<file path="config.mk">
export PLATFORM = sky130hd
export DESIGN_NAME = playfield_sprite_pixel_composer
export DESIGN_NICKNAME = d
export VERILOG_FILES = /design/src/rtl/pfsp_pkg.sv /design/src/rtl/playfield_sprite_pixel_composer.sv /design/src/rtl/pfsp_regs.sv /design/src/rtl/pfsp_scaler.sv /design/src/rtl/pfsp_compose.sv /design/src/rtl/pfsp_palette.sv
export SDC_FILE = /design/constraint.sdc
export NUM_CORES = 1
export LEC_CHECK = 0
export ABC_AREA = 0
export BUFFER_PORTS_ARGS = -buffer_cell sky130_fd_sc_hd__buf_4
export CAP_MARGIN = 15
export CORE_MARGIN = 4
export CORE_UTILIZATION = 53
export DETAILED_ROUTE_END_ITERATION = 8
export PLACE_DENSITY = 0.88
export SETUP_SLACK_MARGIN = 0.3
export SLEW_MARGIN = 10
export SYNTH_ARGS = -nofsm -noshare
export SYNTH_HDL_FRONTEND = slang
export SYNTH_SLANG_ARGS = --single-unit
</file>
<file path="constraint.sdc">
create_clock -name i_clk -period 2.5 [get_ports i_clk]
set_input_delay 0.25 -clock i_clk [delete_from_list [all_inputs] [get_ports i_clk]]
set_output_delay 0.25 -clock i_clk [all_outputs]
set_load 0.005 [all_outputs]
</file>
<file path="src/rtl/pfsp_pkg.sv">
`timescale 1ns / 1ps
`default_nettype none
// ----------------------------------------------------------------------------
// pfsp_pkg
// shared types, constants, register map and palette of the pixel composer
// ----------------------------------------------------------------------------
package pfsp_pkg;

    localparam int unsigned DISPLAY_WIDTH_DEF = 256;
    localparam int unsigned COL_W             = 8;
    localparam int unsigned SRC_W             = 8;
    localparam int unsigned BGR_W             = 15;
    localparam int unsigned ADDR_W            = 5;
    localparam int unsigned DATA_W            = 32;
    localparam int unsigned PF_BITS           = 20;

    localparam logic [SRC_W-1:0] SRC_WIDTH = 8'd160;
    localparam logic [SRC_W-1:0] SRC_LAST  = 8'd159;
    localparam logic [SRC_W-1:0] HALF_WIDTH = 8'd80;
    localparam logic [SRC_W-1:0] POS_MASK  = 8'd159;

    typedef logic [COL_W-1:0] t_col;
    typedef logic [SRC_W-1:0] t_src;
    typedef logic [7:0]       t_colour;
    typedef logic [BGR_W-1:0] t_bgr;

    typedef enum logic [2:0] {
        REG_BACKGROUND  = 3'd0,
        REG_PF_COLOUR   = 3'd1,
        REG_PL_COLOURS  = 3'd2,
        REG_PF_PATTERN  = 3'd3,
        REG_PF_MIRROR   = 3'd4,
        REG_PL_GRAPHICS = 3'd5,
        REG_PL0_POS     = 3'd6,
        REG_PL1_POS     = 3'd7
    } t_reg_idx;

    typedef struct packed {
        t_colour              background_colour;
        t_colour              playfield_colour;
        logic [15:0]          player_colours;
        logic [PF_BITS-1:0]   playfield_pattern;
        logic                 playfield_mirror;
        logic [15:0]          player_graphics;
        logic [7:0]           player0_position;
        logic [7:0]           player1_position;
    } t_cfg;

    function automatic t_bgr c15(input logic [4:0] r, input logic [4:0] g,
                                 input logic [4:0] b);
        return {b, g, r};
    endfunction

    // one player's coverage of source pixel src, leftmost pixel from bit 7
    function automatic logic player_hit(input logic [7:0] pattern,
                                        input logic [7:0] position,
                                        input t_src src);
        logic [7:0] left;
        logic [7:0] off;
        left = position & POS_MASK;
        off  = src - left;
        return (src >= left) && (src < SRC_WIDTH) && (off < 8'd8)
               && pattern[3'd7 - off[2:0]];
    endfunction

    localparam t_bgr PALETTE [0:127] = '{
        c15( 0, 0, 0), c15( 4, 4, 4), c15( 8, 8, 8), c15(12,12,12),
        c15(16,16,16), c15(20,20,20), c15(24,24,24), c15(28,28,28),
        c15(16, 8, 0), c15(20,12, 0), c15(24,16, 0), c15(28,20, 0),
        c15(31,24, 4), c15(31,26, 8), c15(31,28,12), c15(31,30,16),
        c15(20, 4, 0), c15(24, 8, 0), c15(28,12, 0), c15(31,16, 0),
        c15(31,20, 4), c15(31,22, 8), c15(31,24,12), c15(31,26,16),
        c15(20, 0, 0), c15(24, 4, 0), c15(28, 8, 0), c15(31,12, 0),
        c15(31,16, 0), c15(31,18, 4), c15(31,20, 8), c15(31,22,12),
        c15(18, 0, 8), c15(22, 4,12), c15(26, 8,16), c15(30,12,20),
        c15(31,16,24), c15(31,20,26), c15(31,22,28), c15(31,24,30),
        c15(12, 0,18), c15(16, 0,22), c15(20, 4,26), c15(24, 8,30),
        c15(28,12,31), c15(30,16,31), c15(31,20,31), c15(31,24,31),
        c15( 4, 0,20), c15( 8, 0,24), c15(12, 4,28), c15(16, 8,31),
        c15(20,12,31), c15(24,16,31), c15(28,20,31), c15(31,24,31),
        c15( 0, 0,20), c15( 0, 4,24), c15( 4, 8,28), c15( 8,12,31),
        c15(12,16,31), c15(16,20,31), c15(20,24,31), c15(24,28,31),
        c15( 0, 8,20), c15( 0,12,24), c15( 4,16,28), c15( 8,20,31),
        c15(12,24,31), c15(16,28,31), c15(20,30,31), c15(24,31,31),
        c15( 0,14,14), c15( 0,18,18), c15( 4,22,22), c15( 8,26,26),
        c15(12,30,30), c15(16,31,31), c15(20,31,31), c15(24,31,31),
        c15( 0,16, 8), c15( 0,20,12), c15( 4,24,16), c15( 8,28,20),
        c15(12,31,24), c15(16,31,26), c15(20,31,28), c15(24,31,30),
        c15( 0,16, 0), c15( 0,20, 0), c15( 4,24, 4), c15( 8,28, 8),
        c15(12,31,12), c15(16,31,16), c15(20,31,20), c15(24,31,24),
        c15( 8,16, 0), c15(12,20, 0), c15(16,24, 4), c15(20,28, 8),
        c15(24,31,12), c15(26,31,16), c15(28,31,20), c15(30,31,24),
        c15(16,14, 0), c15(20,18, 0), c15(24,22, 0), c15(28,26, 0),
        c15(31,30, 4), c15(31,31, 8), c15(31,31,12), c15(31,31,16),
        c15(22,10, 0), c15(26,14, 0), c15(30,18, 0), c15(31,22, 4),
        c15(31,26, 8), c15(31,28,12), c15(31,30,16), c15(31,31,20),
        c15(28,28,28), c15(29,29,29), c15(30,30,30), c15(31,31,31),
        c15(31,31,31), c15(31,31,31), c15(31,31,31), c15(31,31,31)
    };

endpackage
`default_nettype wire

</file>
<file path="src/rtl/playfield_sprite_pixel_composer.sv">
`timescale 1ns / 1ps
`default_nettype none
// ----------------------------------------------------------------------------
// playfield_sprite_pixel_composer
// scales a display column onto the 160-pixel source line, composes the
// playfield and two players, and outputs the pixel as bgr555
// ----------------------------------------------------------------------------
// usage:
//   - input channel: drive start high with i_display_column; the word is
//     taken at every edge where start is high and busy is low
//   - busy is low whenever reset is released, so a column can enter on
//     every clock: one pixel per cycle sustained
//   - output channel: o_done marks o_pixel_colour for exactly one cycle,
//     after the column has passed three scaler stages, one compose stage
//     and one palette stage; the receiver cannot stall and words come out
//     in input order
//   - configuration: apb-style port, registers at byte address 4*index;
//     pready is tied high, writes land on psel & penable & pwrite; write
//     only while no pixel is in flight
//   - reset (synchronous, active low): clears all configuration registers
//     and drops every in-flight word; busy is high while reset is held
// ----------------------------------------------------------------------------
module playfield_sprite_pixel_composer #(
    parameter int unsigned DISPLAY_WIDTH = pfsp_pkg::DISPLAY_WIDTH_DEF
) (
    input  wire logic                        i_clk,
    input  wire logic                        i_rst_n,
    // pixel request
    input  wire logic                        start,
    output logic                             busy,
    input  wire logic [pfsp_pkg::COL_W-1:0]  i_display_column,
    // pixel result
    output logic                             o_done,
    output logic      [pfsp_pkg::BGR_W-1:0]  o_pixel_colour,
    // configuration
    input  wire logic                        psel,
    input  wire logic                        penable,
    input  wire logic                        pwrite,
    input  wire logic [pfsp_pkg::ADDR_W-1:0] paddr,
    input  wire logic [pfsp_pkg::DATA_W-1:0] pwdata,
    output logic      [pfsp_pkg::DATA_W-1:0] prdata,
    output logic                             pready
);
    import pfsp_pkg::*;

    t_cfg    w_cfg;
    logic    w_accept;
    logic    w_src_vld;
    t_src    w_src;
    logic    w_col_vld;
    t_colour w_colour;

    // no back pressure once out of reset
    assign busy     = !i_rst_n;
    assign w_accept = start && !busy;

    pfsp_regs u_regs (
        .i_clk   (i_clk),
        .i_rst_n (i_rst_n),
        .psel    (psel),
        .penable (penable),
        .pwrite  (pwrite),
        .paddr   (paddr),
        .pwdata  (pwdata),
        .prdata  (prdata),
        .pready  (pready),
        .o_cfg   (w_cfg)
    );

    // stages 1..3: column * 160 / DISPLAY_WIDTH, saturated at 159
    pfsp_scaler #(
        .DISPLAY_WIDTH (DISPLAY_WIDTH)
    ) u_scaler (
        .i_clk   (i_clk),
        .i_rst_n (i_rst_n),
        .i_valid (w_accept),
        .i_col   (i_display_column),
        .o_valid (w_src_vld),
        .o_src   (w_src)
    );

    // stage 4: background, playfield, player 0, player 1 priority
    pfsp_compose u_compose (
        .i_clk    (i_clk),
        .i_rst_n  (i_rst_n),
        .i_valid  (w_src_vld),
        .i_src    (w_src),
        .i_cfg    (w_cfg),
        .o_valid  (w_col_vld),
        .o_colour (w_colour)
    );

    // stage 5: palette lookup into the output register
    pfsp_palette u_palette (
        .i_clk    (i_clk),
        .i_rst_n  (i_rst_n),
        .i_valid  (w_col_vld),
        .i_colour (w_colour),
        .o_valid  (o_done),
        .o_bgr    (o_pixel_colour)
    );

endmodule
`default_nettype wire

</file>
<file path="src/rtl/pfsp_regs.sv">
`timescale 1ns / 1ps
`default_nettype none
// ----------------------------------------------------------------------------
// pfsp_regs
// configuration register file behind the apb-style port
// ----------------------------------------------------------------------------
module pfsp_regs (
    input  wire logic                        i_clk,
    input  wire logic                        i_rst_n,
    input  wire logic                        psel,
    input  wire logic                        penable,
    input  wire logic                        pwrite,
    input  wire logic [pfsp_pkg::ADDR_W-1:0] paddr,
    input  wire logic [pfsp_pkg::DATA_W-1:0] pwdata,
    output logic      [pfsp_pkg::DATA_W-1:0] prdata,
    output logic                             pready,
    output pfsp_pkg::t_cfg                   o_cfg
);
    import pfsp_pkg::*;

    t_cfg     r_cfg;
    t_cfg     n_cfg;
    t_reg_idx w_idx;
    logic     w_wr;

    assign pready = 1'b1;
    assign w_idx  = t_reg_idx'(paddr[ADDR_W-1:2]);
    assign w_wr   = psel && penable && pwrite && pready;

    always_comb begin
        n_cfg = r_cfg;
        if (w_wr) begin
            case (w_idx)
                REG_BACKGROUND:  n_cfg.background_colour = pwdata[7:0];
                REG_PF_COLOUR:   n_cfg.playfield_colour  = pwdata[7:0];
                REG_PL_COLOURS:  n_cfg.player_colours    = pwdata[15:0];
                REG_PF_PATTERN:  n_cfg.playfield_pattern = pwdata[PF_BITS-1:0];
                REG_PF_MIRROR:   n_cfg.playfield_mirror  = pwdata[0];
                REG_PL_GRAPHICS: n_cfg.player_graphics   = pwdata[15:0];
                REG_PL0_POS:     n_cfg.player0_position  = pwdata[7:0];
                REG_PL1_POS:     n_cfg.player1_position  = pwdata[7:0];
                default:         n_cfg = r_cfg;
            endcase
        end
    end

    always_ff @(posedge i_clk) begin
        if (!i_rst_n) begin
            r_cfg <= '0;
        end else begin
            r_cfg <= n_cfg;
        end
    end

    always_comb begin
        case (w_idx)
            REG_BACKGROUND:  prdata = DATA_W'(r_cfg.background_colour);
            REG_PF_COLOUR:   prdata = DATA_W'(r_cfg.playfield_colour);
            REG_PL_COLOURS:  prdata = DATA_W'(r_cfg.player_colours);
            REG_PF_PATTERN:  prdata = DATA_W'(r_cfg.playfield_pattern);
            REG_PF_MIRROR:   prdata = DATA_W'(r_cfg.playfield_mirror);
            REG_PL_GRAPHICS: prdata = DATA_W'(r_cfg.player_graphics);
            REG_PL0_POS:     prdata = DATA_W'(r_cfg.player0_position);
            REG_PL1_POS:     prdata = DATA_W'(r_cfg.player1_position);
            default:         prdata = '0;
        endcase
    end

    assign o_cfg = r_cfg;

endmodule
`default_nettype wire

</file>
<file path="src/rtl/pfsp_scaler.sv">
`timescale 1ns / 1ps
`default_nettype none
// ----------------------------------------------------------------------------
// pfsp_scaler
// three-stage column to source pixel scaler, reciprocal multiply
// ----------------------------------------------------------------------------
module pfsp_scaler #(
    parameter int unsigned DISPLAY_WIDTH = pfsp_pkg::DISPLAY_WIDTH_DEF
) (
    input  wire logic           i_clk,
    input  wire logic           i_rst_n,
    input  wire logic           i_valid,
    input  wire pfsp_pkg::t_col i_col,
    output logic                o_valid,
    output pfsp_pkg::t_src      o_src
);
    import pfsp_pkg::*;

    // floor(n / DISPLAY_WIDTH) == (n * ceil(2^K / DISPLAY_WIDTH)) >> K for n < 2^16
    localparam int unsigned  K       = 32;
    localparam int unsigned  NUM_W   = 16;
    localparam longint unsigned RECIP = ((64'd1 << K) + DISPLAY_WIDTH - 1) / DISPLAY_WIDTH;
    localparam int unsigned  RECIP_W = $clog2(RECIP + 1);
    localparam int unsigned  PROD_W  = NUM_W + RECIP_W;
    localparam int unsigned  RAW_W   = PROD_W - K;

    logic [NUM_W-1:0]  r_num;
    logic [PROD_W-1:0] r_prod;
    t_src              r_src;
    logic [2:0]        r_vld;
    logic [RAW_W-1:0]  w_raw;

    assign w_raw = r_prod[PROD_W-1:K];

    always_ff @(posedge i_clk) begin
        r_num  <= NUM_W'(i_col) * NUM_W'(SRC_WIDTH);
        r_prod <= PROD_W'(r_num) * PROD_W'(RECIP);
        r_src  <= (w_raw > RAW_W'(SRC_LAST)) ? SRC_LAST : w_raw[SRC_W-1:0];
    end

    always_ff @(posedge i_clk) begin
        if (!i_rst_n) begin
            r_vld <= '0;
        end else begin
            r_vld <= {r_vld[1:0], i_valid};
        end
    end

    assign o_valid = r_vld[2];
    assign o_src   = r_src;

endmodule
`default_nettype wire

</file>
<file path="src/rtl/pfsp_compose.sv">
`timescale 1ns / 1ps
`default_nettype none
// ----------------------------------------------------------------------------
// pfsp_compose
// playfield and player priority select, one register stage
// ----------------------------------------------------------------------------
module pfsp_compose (
    input  wire logic              i_clk,
    input  wire logic              i_rst_n,
    input  wire logic              i_valid,
    input  wire pfsp_pkg::t_src    i_src,
    input  wire pfsp_pkg::t_cfg    i_cfg,
    output logic                   o_valid,
    output pfsp_pkg::t_colour      o_colour
);
    import pfsp_pkg::*;

    t_src       w_pfx;
    logic [4:0] w_pf_idx;
    t_colour    n_colour;
    t_colour    r_colour;
    logic       r_vld;

    always_comb begin
        if (i_src < HALF_WIDTH) begin
            w_pfx = i_src;
        end else if (i_cfg.playfield_mirror) begin
            w_pfx = SRC_LAST - i_src;
        end else begin
            w_pfx = i_src - HALF_WIDTH;
        end
        w_pf_idx = w_pfx[6:2];

        n_colour = i_cfg.background_colour;
        if (i_cfg.playfield_pattern[w_pf_idx]) begin
            n_colour = i_cfg.playfield_colour;
        end
        // player 1 over player 0
        if (player_hit(i_cfg.player_graphics[7:0], i_cfg.player0_position, i_src)) begin
            n_colour = i_cfg.player_colours[7:0];
        end
        if (player_hit(i_cfg.player_graphics[15:8], i_cfg.player1_position, i_src)) begin
            n_colour = i_cfg.player_colours[15:8];
        end
    end

    always_ff @(posedge i_clk) begin
        r_colour <= n_colour;
    end

    always_ff @(posedge i_clk) begin
        if (!i_rst_n) begin
            r_vld <= 1'b0;
        end else begin
            r_vld <= i_valid;
        end
    end

    assign o_valid  = r_vld;
    assign o_colour = r_colour;

endmodule
`default_nettype wire

</file>
<file path="src/rtl/pfsp_palette.sv">
`timescale 1ns / 1ps
`default_nettype none
// ----------------------------------------------------------------------------
// pfsp_palette
// colour byte to bgr555 lookup, registered output
// ----------------------------------------------------------------------------
module pfsp_palette (
    input  wire logic              i_clk,
    input  wire logic              i_rst_n,
    input  wire logic              i_valid,
    input  wire pfsp_pkg::t_colour i_colour,
    output logic                   o_valid,
    output pfsp_pkg::t_bgr         o_bgr
);
    import pfsp_pkg::*;

    t_bgr r_bgr;
    logic r_vld;

    always_ff @(posedge i_clk) begin
        r_bgr <= PALETTE[i_colour[7:1]];
    end

    always_ff @(posedge i_clk) begin
        if (!i_rst_n) begin
            r_vld <= 1'b0;
        end else begin
            r_vld <= i_valid;
        end
    end

    assign o_valid = r_vld;
    assign o_bgr   = r_bgr;

endmodule
`default_nettype wire

</file>
==> metrics.log <==
[metrics] status: complete, but fails checks
[metrics] failing checks: setup timing
[metrics] standard-cell rows: 44
[metrics] area enclosed by the die boundary: between 15000 and 20000 um2
[metrics] end point of the most critical hold path: u_scaler.r_vld[0]
[metrics] syn_area_per_cell: 7.81 um2
[metrics] endpoint of the lowest-slack register-to-register path: u_compose.o_colour[2]
[metrics] Hold Startpoint: start
[metrics] synthesis-stage register bit count: 136
[metrics] detailed-route vias per instance: 6.49
[metrics] data required time at the worst endpoint: between 2 and 3 ns
[metrics] met3 track utilization from global routing: 7.24%
[metrics] Async S/R FF share, synth: 0%
[metrics] HPWL after detailed placement: 17.5 mm
[metrics] Setup violations, final: 7
[metrics] cell area after synthesis: slightly below 8000 um2
[metrics] number of distinct library cells after synthesis: 74
[metrics] worst setup margin: -0.202 ns
[metrics] Filler Cells Inserted: between 1000 and 1500
[metrics] y dimension of the die: 130 um
[metrics] Die X: roughly 130 um
[metrics] final hold viol count: 0
[metrics] Slew Limit Fails: 0
[metrics] worst clock skew on the final layout: 0.0139 ns
[metrics] level count of the clock H-tree: 4
[metrics] DRC violation count after routing: 0
[metrics] Max-Cap Viols: 0
[metrics] Layout area overhead: 24.4%
[metrics] setup slack, reg-to-reg: -0.20 ns
[metrics] unrepaired setup endpoints after global routing: true
[metrics] maximum clock insertion buffer count: 2
[metrics] initial antenna violation count: 0
[metrics] Routed Wire Length: 27.0 mm
[metrics] placeable core region: 14600 um2
[metrics] worst reg2reg path depth: 10
[metrics] transition time at the pin with the least slew margin: 0.705 ns
[metrics] most frequent standard cell in the layout excluding fill and tap cells: nand2_1
[metrics] synthesized instance count: 1016
[metrics] reg-to-reg critical path startpoint: u_regs.o_cfg[12]
[metrics] Warnings, synthesis: 0
[metrics] dpl cell area: between 8000 and 9000 um2
[metrics] I/O pin cnt: 101
[metrics] global placer's final weighted congestion: ~0.95
[metrics] depth of the worst hold-timing path: 2
[metrics] largest fanout on the critical path: 5
[metrics] global-route wire length before repair: 40.2 mm
[metrics] clock-pin slew of the registers on the worst-case setup and hold paths: 0.07 ns
[metrics] worst endpoint data arrival time: between 3 and 4 ns
[metrics] worst-case headroom to the max-slew limit: 52.8%
[metrics] sinks on the clock net: 136
[metrics] Overflow after GRT: 0
[metrics] type of element capturing the critical path: register
[metrics] DRC marker count from the first detailed-route iteration: between 1000 and 1500
[metrics] clk_lat worst skew: ~0.43 ns
[metrics] maximum clock frequency: 370 MHz
[metrics] number of buffers inserted during clock tree synthesis: 17
[metrics] input/output buffers: 73
[metrics] final net count: 1195
[metrics] most used flip-flop cell after synthesis: dfxtp_1
[metrics] # hold bufs at CTS: 0
[metrics] count of inserted antenna diode cells: 0
[metrics] clock tree from TritonCTS: done
[metrics] residual antenna-violating net count after detailed routing: 0
[metrics] Starting Density: about 54%
[metrics] routing usage on met2: 51.3%
[metrics] register area share after synthesis: between 30% and 40%
[metrics] min Tclk post-route: between 2 and 3 ns
[metrics] leak pwr: just under 4 nW
[metrics] commonest non-fill, non-tap cells in the layout: nand2_1 (169), buf_4 (138), dfxtp_1 (126), a21oi_1 (100), nor2_1 (82)
[metrics] ratio of cells with drive above 1 in the final layout: between 20% and 30%
[metrics] accumulated negative setup slack: -1.07 ns
[metrics] iteration count of the initial detailed-routing pass: 7
[metrics] overall track demand over capacity in global routing: 30.2%
[metrics] total via count after detailed routing: 8487
[metrics] path category of the worst min-delay check: in -> reg
[metrics] crit start category: register
[metrics] layer with the highest usage after global routing: met2
[metrics] post-route standard cell area excluding fillers: 9870 um2
[metrics] pin count of the biggest net entering global routing: 44
[metrics] area occupied by registers: 2740 um2
[metrics] mean routed wirelength per cell: 20.7 um
[metrics] footprint of the multi-input gates: 5000 um2
[metrics] Final period util: 108%
[metrics] Max rail drop VDD: 0.709 mV
[metrics] buffer cell driving the clock tree root: clkbuf_16
[metrics] met1 Use GR: between 30% and 40%
[metrics] Pwr per Cell Area: 793 nW/um2
[metrics] number of global-route vias before repair: 7790
[metrics] type of the worst setup path: reg -> reg
[metrics] number of enable-type register cells in the synthesized netlist: 0
-- power by group --
group / switching, mW / internal [mW] / leakage [nW] / total, mW
Clock: 1.09 / 1.38 / 0.281 / 2.47
Sequential: 0.135 / 2.39 / 1.11 / 2.52
Combinational: 1.63 / 1.21 / 2.53 / 2.84
-- sequential cells by signal (all words and copies together) (netlist names) --
signal,flops
u_compose.o_colour,7
u_compose.o_valid,1
u_palette.o_bgr,15
u_palette.o_valid,1
u_regs.o_cfg,85
u_scaler.o_src,8
u_scaler.r_num,8
u_scaler.r_prod,8
u_scaler.r_vld,3
-- layout make-up --
class | instances | area share [%]
Clock buffer | 19 | 4.60
Clock inverter | 13 | 1.31
Inverter | 36 | 1.47
Multi-Input combinational cell | 773 | 50.7
Sequential cell | 136 | 27.8
Tap cell | 184 | 2.33
Timing Repair Buffer | 147 | 11.8
-- stage by stage --
stage | std cells | setup slack [ns] | hold slack [ns] | utilization (%) | power [mW]
global placement | 1262 | -0.0853 | 0.310 | 61.4 | 5.09
global route | 1308 | -0.274 | 0.0377 | 67.7 | 8.18
CTS | 1295 | -0.0476 | 0.0262 | 65.8 | 7.61
floorplan | 1027 | 0.110 | 0.310 | - | 4.29
finish | 1308 | -0.202 | 0.0287 | 67.7 | 7.83
detailed placement | 1262 | -0.154 | 0.312 | 61.4 | 5.13
-- cells in the mapped netlist (11+ instances only) --
master / number / area [um2]
o21ai_0: 73 / 365
mux2i_1: 63 / 631
nand3_1: 31 / 155
a22oi_1: 11 / 82.6
nor3_1: 12 / 60.1
a31oi_1: 11 / 68.8
nor2_1: 84 / 315
buf_4: 13 / 97.6
clkbuf_1: 54 / 203
nand2_1: 173 / 649
a21oi_1: 101 / 505
dfxtp_1: 136 / 2720
inv_1: 34 / 128
ha_1: 30 / 375
-- cell families (layout without fill, tap and decap cells) --
family                     Yosys count  after routing  synth area share, %
and+or+nand+nor                    347            347                 18.9
AOI/OAI and AO/OA                  296            296                 23.0
DFF                                136            136                 34.3
buffers and inverters              118            215                 6.43
muxes                               74             74                 10.6
adders and majority gates           34             34                 5.61
xor gates and xnor gates             9              9                0.993
other                                2             13               0.0946
-- worst max-delay path by stage --
stage	cells past startpoint	slack, ns	start	end
after floorplan	10	0.11	u_scaler.o_src[0]	u_compose.o_colour[6]
after global placement	10	-0.09	u_scaler.o_src[0]	u_compose.o_colour[6]
after detailed placement	10	-0.15	u_scaler.o_src[0]	u_compose.o_colour[6]
after CTS	10	-0.05	u_scaler.o_src[0]	u_compose.o_colour[6]
after global routing	10	-0.27	u_scaler.o_src[0]	u_compose.o_colour[2]
final	10	-0.20	u_regs.o_cfg[12]	u_compose.o_colour[2]
-- routing by layer --
layer / up-vias / wire [um]
met5: - / 0
met4: 0 / 1610
met3: 181 / 2850
met2: 663 / 12800
met1: 3882 / 9780
li1: 3761 / -
-- timing repair --
| action | CTS | global route |
|---|---|---|
| hold endpoints to repair | 0 | 0 |
| buffers inserted | 1 | 11 |
| pin swaps | 5 | 11 |
| setup endpoints to repair | 8 | 12 |
| gates resized for setup | 15 | 39 |
| gates cloned | 0 | 2 |
-- worst max-delay path, cell delays in order (launching register included) --
cell       delay [ns]
dfxtp_2          0.35
inv_1            0.08
ha_1             0.24
or4_1            0.55
o21ai_2          0.16
a2bb2oi_2        0.07
nor4_2           0.36
bufbuf_16        0.34
mux2i_2          0.20
o21a_1           0.16
o21ai_1          0.07
(Power assumes the default switching activity.)
